<file path="config.mk">
export PLATFORM = sky130hd
export DESIGN_NAME = probe_advert_payload_parser_core
export DESIGN_NICKNAME = d
export VERILOG_FILES = /design/src/rtl/core/papp_pkg.sv /design/src/rtl/core/probe_advert_payload_parser_core.sv /design/src/rtl/core/papp_pair_ram.sv
export SDC_FILE = /design/constraint.sdc
export NUM_CORES = 1
export LEC_CHECK = 0
export BUFFER_PORTS_ARGS = -buffer_cell sky130_fd_sc_hd__buf_2
export CAP_MARGIN = 30
export CORE_AREA = 5 5 201 203
export CTS_CLUSTER_SIZE = 28
export DETAILED_ROUTE_END_ITERATION = 10
export DIE_AREA = 0 0 206 208
export PLACE_DENSITY_LB_ADDON = 0.25
export SETUP_SLACK_MARGIN = 0.4
export SLEW_MARGIN = 30
export SYNTH_ARGS = -nofsm -noshare
export SYNTH_HDL_FRONTEND = slang
export SYNTH_SLANG_ARGS = --single-unit
</file>
<file path="constraint.sdc">
create_clock -name clk -period 4 [get_ports clk]
set_input_delay 0.4 -clock clk [delete_from_list [all_inputs] [get_ports clk]]
set_output_delay 0.4 -clock clk [all_outputs]
set_load 0.02 [all_outputs]
</file>
<file path="src/rtl/core/papp_pkg.sv">
// Shared constants and types for the probe advertisement payload parser.
// No dependencies; used by papp_pair_ram and probe_advert_payload_parser_core.
package papp_pkg;

    localparam int MAX_PAYLOAD_DEF = 18;

    localparam int BYTE_W     = 8;
    localparam int CNT_W      = 5;
    localparam int LEN_W      = 6;
    localparam int TENTHS_W   = 16;
    localparam int SLOT_W     = 3;
    localparam int OUT_DATA_W = 56;
    localparam int OUT_PAD_W  = 3;

    localparam logic [CNT_W-1:0] CNT_SAT = 5'd31;

    // packet types
    localparam logic [3:0] PT_NAME   = 4'd0;
    localparam logic [3:0] PT_TEMP   = 4'd1;
    localparam logic [3:0] PT_STATUS = 4'd3;

    // temperature layouts
    localparam logic [1:0] LAY_V3     = 2'd0;
    localparam logic [1:0] LAY_V2     = 2'd1;
    localparam logic [1:0] LAY_LEGACY = 2'd2;

    localparam logic [3:0] OFF_V3_BASE  = 4'd2;
    localparam logic [3:0] OFF_V2_BASE  = 4'd4;
    localparam logic [3:0] OFF_LEG_AMB  = 4'd12;
    localparam logic [3:0] OFF_LEG_FOOD = 4'd10;

    localparam logic [3:0]       VER_MAJ_V2     = 4'd2;
    localparam logic [3:0]       VER_MAJ_V3     = 4'd3;
    localparam logic [LEN_W-1:0] MIN_LEN        = 6'd2;
    localparam logic [LEN_W-1:0] MIN_TEMP_LEN   = 6'd14;
    localparam logic [LEN_W-1:0] MIN_STATUS_LEN = 6'd10;

    // configuration register indexes
    localparam logic REG_MIN_TENTHS = 1'b0;
    localparam logic REG_MAX_TENTHS = 1'b1;

    localparam logic signed [TENTHS_W-1:0] MIN_TENTHS_RST = -16'sd400;
    localparam logic signed [TENTHS_W-1:0] MAX_TENTHS_RST = 16'sd6000;

    typedef struct packed {
        logic              status;
        logic [3:0]        ptype;
        logic [3:0]        maj;
        logic [3:0]        mnr;
        logic [3:0]        pat;
        logic              hb;
        logic [BYTE_W-1:0] bat;
        logic [BYTE_W-1:0] soc;
    } hdr_t;

endpackage

</file>
<file path="src/rtl/core/probe_advert_payload_parser_core.sv">
// Probe advertisement payload parser, top level.
// Depends on papp_pkg and papp_pair_ram.
//
//  channel  | signals                      | contents
//  ---------+------------------------------+---------------------------------------
//  s_*      | s_tvalid s_tready s_tdata    | payload byte; s_tlast marks final byte
//  m_*      | m_tvalid m_tready m_tdata    | one result per beat; m_tuser = status,
//           | m_tuser m_tlast              | m_tlast marks final result of a payload
//  cfg_*    | cfg_we cfg_idx cfg_data      | limit register writes
//
// One byte is taken per cycle while s_tready is high. A final byte launches 1 to 6 results,
// issued one per cycle, unless the read stage stalls, as reads of the two-bank pair RAM;
// each passes the job registers, the read stage and the output register. A final byte
// waits (s_tready low) while the previous payload is still issuing reads; other bytes do not.
// Reset clears counters and restores limits to -400 and 6000; the RAM is not cleared.
module probe_advert_payload_parser_core #(
    parameter int MAX_PAYLOAD = papp_pkg::MAX_PAYLOAD_DEF
) (
    input  logic                                clk,
    input  logic                                rst_n,
    input  logic                                s_tvalid,
    output logic                                s_tready,
    input  logic [papp_pkg::BYTE_W-1:0]         s_tdata,   // [7:0] payload_byte
    input  logic                                s_tlast,
    output logic                                m_tvalid,
    input  logic                                m_tready,
    // [3:0] pkt_kind, [7:4] major, [11:8] minor, [15:12] patch,
    // [16] batt_flag, [24:17] batt_level, [32:25] soc_temp, [35:33] reading_slot,
    // [51:36] reading_tenths, [52] reading_valid, [55:53] zero
    output logic [papp_pkg::OUT_DATA_W-1:0]     m_tdata,
    output logic                                m_tuser,   // [0] status
    output logic                                m_tlast,
    input  logic                                cfg_we,
    input  logic                                cfg_idx,
    input  logic [papp_pkg::TENTHS_W-1:0]       cfg_data
);

    localparam int AW = $clog2(MAX_PAYLOAD);
    localparam int BW = papp_pkg::BYTE_W;
    localparam int CW = papp_pkg::CNT_W;
    localparam int LW = papp_pkg::LEN_W;
    localparam int TW = papp_pkg::TENTHS_W;
    localparam int SW = papp_pkg::SLOT_W;

    // limits
    logic signed [TW-1:0] min_tenths_reg;
    logic signed [TW-1:0] max_tenths_reg;

    // input side
    logic [CW-1:0] byte_count_reg;
    logic          wr_bank_reg;
    logic [BW-1:0] b0_reg, b1_reg, b2_reg, b3_reg, b8_reg, b9_reg;
    logic [BW-1:0] e0, e1, e2, e3, e8, e9;
    logic          in_acc;
    logic          in_done;
    logic [LW-1:0] len;

    // payload decode
    logic          len_ok, type_ok, is_temp, is_v3, reject;
    logic [2:0]    ntips;
    papp_pkg::hdr_t hdr_new;
    logic [1:0]    lay_new;
    logic [SW-1:0] lastk_new;

    // job descriptor
    logic           job_busy_reg;
    logic           job_bank_reg;
    logic [LW-1:0]  job_len_reg;
    logic           job_temp_reg;
    logic [1:0]     job_lay_reg;
    logic [SW-1:0]  job_lastk_reg;
    logic [SW-1:0]  job_k_reg;
    papp_pkg::hdr_t job_hdr_reg;

    // issue
    logic          issue;
    logic          issue_last;
    logic [3:0]    off;
    logic [AW-1:0] off_ext;
    logic          present;

    // read stage
    logic           s1_valid_reg;
    logic [SW-1:0]  s1_slot_reg;
    logic           s1_present_reg;
    logic           s1_last_reg;
    papp_pkg::hdr_t s1_hdr_reg;
    logic [TW-1:0]  rd_data;
    logic signed [TW-1:0] rd_val;
    logic           adv;

    // output register
    logic           out_valid_reg;
    logic [SW-1:0]  out_slot_reg;
    logic [TW-1:0]  out_tenths_reg;
    logic           out_rvalid_reg;
    logic           out_last_reg;
    papp_pkg::hdr_t out_hdr_reg;

    // ---------------------------------------------------------------- config
    always_ff @(posedge clk or negedge rst_n)
    begin
        if (!rst_n)
        begin
            min_tenths_reg <= papp_pkg::MIN_TENTHS_RST;
            max_tenths_reg <= papp_pkg::MAX_TENTHS_RST;
        end
        else if (cfg_we)
        begin
            case (cfg_idx)
                papp_pkg::REG_MIN_TENTHS: min_tenths_reg <= $signed(cfg_data);
                papp_pkg::REG_MAX_TENTHS: max_tenths_reg <= $signed(cfg_data);
                default: ;
            endcase
        end
    end

    // ---------------------------------------------------------------- input
    assign s_tready = !s_tlast || !job_busy_reg || issue_last;
    assign in_acc   = s_tvalid && s_tready;
    assign in_done  = in_acc && s_tlast;
    assign len      = {1'b0, byte_count_reg} + LW'(1);

    assign e0 = (byte_count_reg == CW'(0)) ? s_tdata : b0_reg;
    assign e1 = (byte_count_reg == CW'(1)) ? s_tdata : b1_reg;
    assign e2 = (byte_count_reg == CW'(2)) ? s_tdata : b2_reg;
    assign e3 = (byte_count_reg == CW'(3)) ? s_tdata : b3_reg;
    assign e8 = (byte_count_reg == CW'(8)) ? s_tdata : b8_reg;
    assign e9 = (byte_count_reg == CW'(9)) ? s_tdata : b9_reg;

    always_ff @(posedge clk or negedge rst_n)
    begin
        if (!rst_n)
        begin
            byte_count_reg <= '0;
            wr_bank_reg    <= 1'b0;
        end
        else if (in_acc)
        begin
            if (s_tlast)
            begin
                byte_count_reg <= '0;
                wr_bank_reg    <= !wr_bank_reg;
            end
            else if (byte_count_reg != papp_pkg::CNT_SAT)
            begin
                byte_count_reg <= byte_count_reg + CW'(1);
            end
        end
    end

    always_ff @(posedge clk)
    begin
        if (in_acc)
        begin
            b0_reg <= e0;
            b1_reg <= e1;
            b2_reg <= e2;
            b3_reg <= e3;
            b8_reg <= e8;
            b9_reg <= e9;
        end
    end

    // ---------------------------------------------------------------- decode
    assign len_ok  = (len >= papp_pkg::MIN_LEN) && (len <= LW'(MAX_PAYLOAD));
    assign type_ok = (e0[3:0] == papp_pkg::PT_NAME) || (e0[3:0] == papp_pkg::PT_TEMP)
                  || (e0[3:0] == papp_pkg::PT_STATUS);
    assign is_temp = (e0[3:0] == papp_pkg::PT_TEMP);
    assign is_v3   = (e1[7:4] >= papp_pkg::VER_MAJ_V3);
    assign reject  = !len_ok || !type_ok
                  || (is_temp && !is_v3 && (len < papp_pkg::MIN_TEMP_LEN));

    assign ntips = {2'b0, len >= LW'(8)} + {2'b0, len >= LW'(10)}
                 + {2'b0, len >= LW'(12)} + {2'b0, len >= LW'(14)};

    always_comb
    begin
        hdr_new   = '0;
        lay_new   = papp_pkg::LAY_V3;
        lastk_new = '0;
        if (reject)
        begin
            hdr_new.status = 1'b1;
        end
        else
        begin
            hdr_new.ptype = e0[3:0];
            hdr_new.pat   = e0[7:4];
            hdr_new.maj   = e1[7:4];
            hdr_new.mnr   = e1[3:0];
            if (is_temp)
            begin
                if (is_v3)
                begin
                    lay_new   = papp_pkg::LAY_V3;
                    lastk_new = SW'(1) + ntips;
                end
                else if (e1[7:4] == papp_pkg::VER_MAJ_V2)
                begin
                    lay_new     = papp_pkg::LAY_V2;
                    lastk_new   = SW'(4);
                    hdr_new.hb  = 1'b1;
                    hdr_new.bat = e2;
                    hdr_new.soc = e3;
                end
                else
                begin
                    lay_new     = papp_pkg::LAY_LEGACY;
                    lastk_new   = SW'(1);
                    hdr_new.hb  = 1'b1;
                    hdr_new.bat = e8;
                    hdr_new.soc = e9;
                end
            end
            else if ((e0[3:0] == papp_pkg::PT_STATUS) && is_v3
                     && (len >= papp_pkg::MIN_STATUS_LEN))
            begin
                hdr_new.hb  = 1'b1;
                hdr_new.bat = e8;
                hdr_new.soc = e9;
            end
        end
    end

    // ---------------------------------------------------------------- job
    assign issue      = job_busy_reg && (!s1_valid_reg || adv);
    assign issue_last = issue && (job_k_reg == job_lastk_reg);

    always_ff @(posedge clk or negedge rst_n)
    begin
        if (!rst_n)
        begin
            job_busy_reg <= 1'b0;
            job_k_reg    <= '0;
        end
        else if (in_done)
        begin
            job_busy_reg <= 1'b1;
            job_k_reg    <= '0;
        end
        else if (issue)
        begin
            job_busy_reg <= !issue_last;
            job_k_reg    <= job_k_reg + SW'(1);
        end
    end

    always_ff @(posedge clk)
    begin
        if (in_done)
        begin
            job_bank_reg  <= wr_bank_reg;
            job_len_reg   <= len;
            job_temp_reg  <= is_temp && !reject;
            job_lay_reg   <= lay_new;
            job_lastk_reg <= reject ? SW'(0) : lastk_new;
            job_hdr_reg   <= hdr_new;
        end
    end

    always_comb
    begin
        case (job_lay_reg)
            papp_pkg::LAY_V3: off = papp_pkg::OFF_V3_BASE + {job_k_reg, 1'b0};
            papp_pkg::LAY_V2: off = papp_pkg::OFF_V2_BASE + {job_k_reg, 1'b0};
            default:
                off = (job_k_reg == SW'(0)) ? papp_pkg::OFF_LEG_AMB : papp_pkg::OFF_LEG_FOOD;
        endcase
    end

    assign off_ext = AW'(off);
    assign present = job_temp_reg && (({2'b0, off} + LW'(2)) <= job_len_reg);

    papp_pair_ram #(
        .AW (AW)
    ) u_ram (
        .clk     (clk),
        .we      (in_acc && (byte_count_reg < CW'(MAX_PAYLOAD))),
        .wr_addr ({wr_bank_reg, byte_count_reg[AW-1:0]}),
        .wr_data (s_tdata),
        .re      (issue),
        .rd_addr ({job_bank_reg, off_ext[AW-1:1]}),
        .rd_data (rd_data)
    );

    // ---------------------------------------------------------------- read stage
    assign adv    = s1_valid_reg && (!out_valid_reg || m_tready);
    assign rd_val = $signed(rd_data);

    always_ff @(posedge clk or negedge rst_n)
    begin
        if (!rst_n)
        begin
            s1_valid_reg <= 1'b0;
        end
        else if (issue)
        begin
            s1_valid_reg <= 1'b1;
        end
        else if (adv)
        begin
            s1_valid_reg <= 1'b0;
        end
    end

    always_ff @(posedge clk)
    begin
        if (issue)
        begin
            s1_slot_reg    <= job_temp_reg ? job_k_reg : SW'(0);
            s1_present_reg <= present;
            s1_last_reg    <= issue_last;
            s1_hdr_reg     <= job_hdr_reg;
        end
    end

    // ---------------------------------------------------------------- output
    always_ff @(posedge clk or negedge rst_n)
    begin
        if (!rst_n)
        begin
            out_valid_reg <= 1'b0;
        end
        else if (adv)
        begin
            out_valid_reg <= 1'b1;
        end
        else if (m_tready)
        begin
            out_valid_reg <= 1'b0;
        end
    end

    always_ff @(posedge clk)
    begin
        if (adv)
        begin
            out_slot_reg   <= s1_slot_reg;
            out_tenths_reg <= s1_present_reg ? rd_data : '0;
            out_rvalid_reg <= s1_present_reg && (rd_val >= min_tenths_reg)
                              && (rd_val <= max_tenths_reg);
            out_last_reg   <= s1_last_reg;
            out_hdr_reg    <= s1_hdr_reg;
        end
    end

    assign m_tvalid = out_valid_reg;
    assign m_tuser  = out_hdr_reg.status;
    assign m_tlast  = out_last_reg;
    assign m_tdata  = {{papp_pkg::OUT_PAD_W{1'b0}}, out_rvalid_reg, out_tenths_reg,
                       out_slot_reg, out_hdr_reg.soc, out_hdr_reg.bat, out_hdr_reg.hb,
                       out_hdr_reg.pat, out_hdr_reg.mnr, out_hdr_reg.maj,
                       out_hdr_reg.ptype};

endmodule

</file>
<file path="src/rtl/core/papp_pair_ram.sv">
// Two-bank payload buffer: byte writes, 16-bit little-endian pair reads.
// Even and odd bytes live in separate arrays; read data registered. Uses papp_pkg.
module papp_pair_ram #(
    parameter int AW = 5
) (
    input  logic                            clk,
    input  logic                            we,
    input  logic [AW:0]                     wr_addr,
    input  logic [papp_pkg::BYTE_W-1:0]     wr_data,
    input  logic                            re,
    input  logic [AW-1:0]                   rd_addr,
    output logic [2*papp_pkg::BYTE_W-1:0]   rd_data
);

    localparam int WORDS = 1 << AW;

    logic [papp_pkg::BYTE_W-1:0] even_mem [0:WORDS-1];
    logic [papp_pkg::BYTE_W-1:0] odd_mem  [0:WORDS-1];
    logic [AW-1:0]               wr_word;

    assign wr_word = {wr_addr[AW], wr_addr[AW-1:1]};

    always_ff @(posedge clk)
    begin
        if (we && !wr_addr[0])
        begin
            even_mem[wr_word] <= wr_data;
        end
        if (we && wr_addr[0])
        begin
            odd_mem[wr_word] <= wr_data;
        end
        if (re)
        begin
            rd_data <= {odd_mem[rd_addr], even_mem[rd_addr]};
        end
    end

endmodule
</file>
==> results.md <==
- Status: complete, no violations
- Antenna violations before repair: 1
- Final hold vios: 0
- Highest-count cells in the layout ignoring fill and taps: 461 x edfxtp_1, 162 x nand2_1, 87 x buf_2
- # nets final: approximately 1600
- Register area share after synthesis: 71.6%
- Initial core utilization: between 50 and 60%
- Die Ht: 208 um
- Number of synthesized flops with an enable pin: 461
- CP cell instances: ha_2, and3_1, ha_1, nor4b_1, nor3_1, ha_1, inv_1, fa_1, ha_1, nor4b_4
- Clk root buf: clkbuf_16
- Setup TNS after final layout: 0 ns
- Via/cell ratio: roughly 5.7
- Placement row count: 72
- Clk sinks: 505
- TritonCTS buffer count: a little over 50
- Fraction of layout cells with a size suffix above 1: 21.0%
- Number of max-cap violations: 0
- Commonest non-fill, non-tap cell in the layout: edfxtp_1
- Leakage power: between 8 and 9 nW
- Count of non-filler cells in the finished layout: just over 2000
- Worst setup margin: approximately 0.74 ns
- Yosys reg bits: roughly 500
- CTS H-Tree Depth: 2
- Drt pass-1 iters: 6
- Vias in the first global route: roughly 11000
- DPL Wire Length: approximately 26000 um
- Maximum clock frequency: ~310 MHz
- Number of fill cells: 2785
- Diode count: 0
- Max-slew violation count: 0
- First-pass GRT wire length: 65500 um
- Critical path's most frequent cell: ha_1
- Worst vdd ir: a little over 0.5 mV
- Clk buf depth: 3
- Period utilisation layout: between 80% and 90%
- Critical Path AT: 3.56 ns
- Cell taking the most area after synthesis: edfxtp_1
- Critical path launch point type: register
- Register area: approximately 0.015 mm^2
- Crit path max-delay family: adder cells
- Final design utilization: approximately 62%
- Area delta synth->final: 13.3%
- IO buf count: between 80 and 90
- Total GRT Usage: 19.6%
- Synthesized area per cell: 15.2 um^2
- Horiz. Die Dim: between 200 and 250 um
- Largest stage delay, worst path: between 0.5 and 0.6 ns
- Vias: approximately 12000
- Top post-synthesis cells by area: edfxtp_1 66%, mux4_2 3.4%, dfrtp_1 3.2%
- Cell count after placement: roughly 2000
- Fraction of registers with async set/reset: about 8.7%
- Routed WL: between 40000 and 50000 um
- Critical Path RT: roughly 4.3 ns
- Synthesized area: about 0.021 mm^2
- Top flop regs: u_ram.even_mem (128), u_ram.odd_mem (128)
- Setup bufs post-CTS: 0
- I/O pins: 91
- Clk_lat worst skew: between 0.5 and 0.6 ns
- Max-slew headroom: between 40% and 50%
- Worst min path class: input pin to register
- Area of the multi-input gates: roughly 0.0053 mm^2
- Power per cell area: approximately 700 mW/mm^2
- Final worst path period need: between 3 and 4 ns
- Ys Warns: 0
- Worst-case clock skew: approximately 0.022 ns
- Worst Tran Pin Value: 0.883 ns
- Top FF cell, synth: edfxtp_1
- Remaining DRCs: 0
- Core Region: about 0.038 mm^2
- CTS tree: yes
- Worst-path clk slew: approximately 0.060 ns
- GPL Wtd Cong: about 0.8
- RSZ-0062 raised after global routing: false
- Top cell type's share of synthesized area: 66.3%
- Routed WL per cell: 20.4 um
- Final hold slack: ~0.060 ns
- Critical path buffers and inverters: 1
- Synth Instances: approximately 1400
- Antenna Violating Nets Remaining: 0
- DIE AREA: about 0.043 mm^2
- Drt initial violations: ~1000
- Total grt overflow: 0
- Synth unique cells: a little over 60
- Crit Path Class: register to register
- Largest net degree at the start of global routing: between 90 and 100
- Pre-CTS setup slack: roughly 0.56 ns
- Crit-path max FO: 13
- Final Setup Violations: 0
- Crit path capture type: register
- Worst path slowest cell: dfrtp_2
## metal layers
metal,part of all wire [%],GRT usage [%],up-vias
li1,-,-,5450
met1,44,30.2,5794
met2,47,29.7,400
met3,7.1,3.08,62
met4,2.0,5.21,2
met5,0.031,0,-
## worst min-delay path: stages
cell	delay, ns
buf_2	0.09
nand2_1	0.04
o21ai_0	0.06
## cell usage after synthesis (3+ instances only)
library cell and instances:
inv_1 69, a211oi_1 6, or3_1 7, buf_4 8, and3_1 4, nor3_1 21
a21o_1 9, a31oi_1 21, nand3_1 65, edfxtp_1 461, mux2_2 49, a21oi_1 17
mux4_2 32, ha_1 46, nor2b_1 16, buf_1 8, nand3b_1 5, o211ai_1 17
buf_2 26, nor4b_4 3, a32oi_1 31, nand2b_1 6, and2_1 24, nand4_1 25
dfstp_2 17, xnor2_1 7, nand2_1 162, mux2i_1 23, or4_1 3, nor2_1 74
o21ai_0 27, buf_6 6, clkbuf_2 3, dfrtp_1 27, xor2_1 4, clkbuf_1 19
## report_power, final
group | switching [mW] | total, mW | leakage, nW | internal (mW)
clock | 1.89 | 4.75 | 0.826 | 2.86
sequential | 0.343 | 7.23 | 4.79 | 6.89
combinational | 2.94 | 4.63 | 2.83 | 1.69
total | 5.18 | 16.6 | 8.44 | 11.4
## metrics by stage
stage / power, mW / instance area [um^2]
floorplan: 10.6 / 20900
global placement: 11.8 / 22000
detailed placement: 12.0 / 22000
CTS: 16.7 / 23700
global route: 17.5 / 23700
finish: 16.6 / 23700
## layout make-up
| cell class | count | area share (%) |
|---|---|---|
| clock buffer | 62 | 5.75 |
| clock inverter | 32 | 1.37 |
| inverter | 71 | 1.13 |
| multi-input combinational | 737 | 22.5 |
| sequential | 505 | 63.2 |
| tap | 518 | 2.74 |
| timing repair buffer | 129 | 3.24 |
## kinds of logic (layout without fill, tap and decap cells)
kind of cell,Yosys count,count (layout),share of synthesized area (%)
muxes,105,105,7.26
and+or+nand+nor,427,427,9.94
other,1,5,0.0179
buffers and inverters,141,294,3.07
adders and majority gates,47,47,2.85
DFF,505,505,71.6
xor gates and xnor gates,11,11,0.461
AOI/OAI and AO/OA,142,142,4.78
## final timing paths
| path | endpoint | start | cells past startpoint | slack (ns) |
|---|---|---|---|---|
| setup / recovery | job_lastk_reg[1] | byte_count_reg[1] | 10 | 0.74 |
| hold / removal | min_tenths_reg[1] | cfg_data[1] | 3 | 0.06 |
| setup reg to reg | job_lastk_reg[1] | byte_count_reg[1] | 10 | 0.74 |
| hold reg to reg | m_tdata[25] | s1_hdr_reg[0] | 0 | 0.42 |
| max in group asynchronous | byte_count_reg[1] | rst_n | 3 | 3.08 |
| min in group asynchronous | max_tenths_reg[2] | rst_n | 3 | 0.45 |
## timing repair
item                                    CTS  global route
hold endpoints to repair                 27             0
endpoints found under the setup margin    0             2
gates resized for setup                   0             2
hold buffers                              1             0
Power figures use the tool's default switching activity.
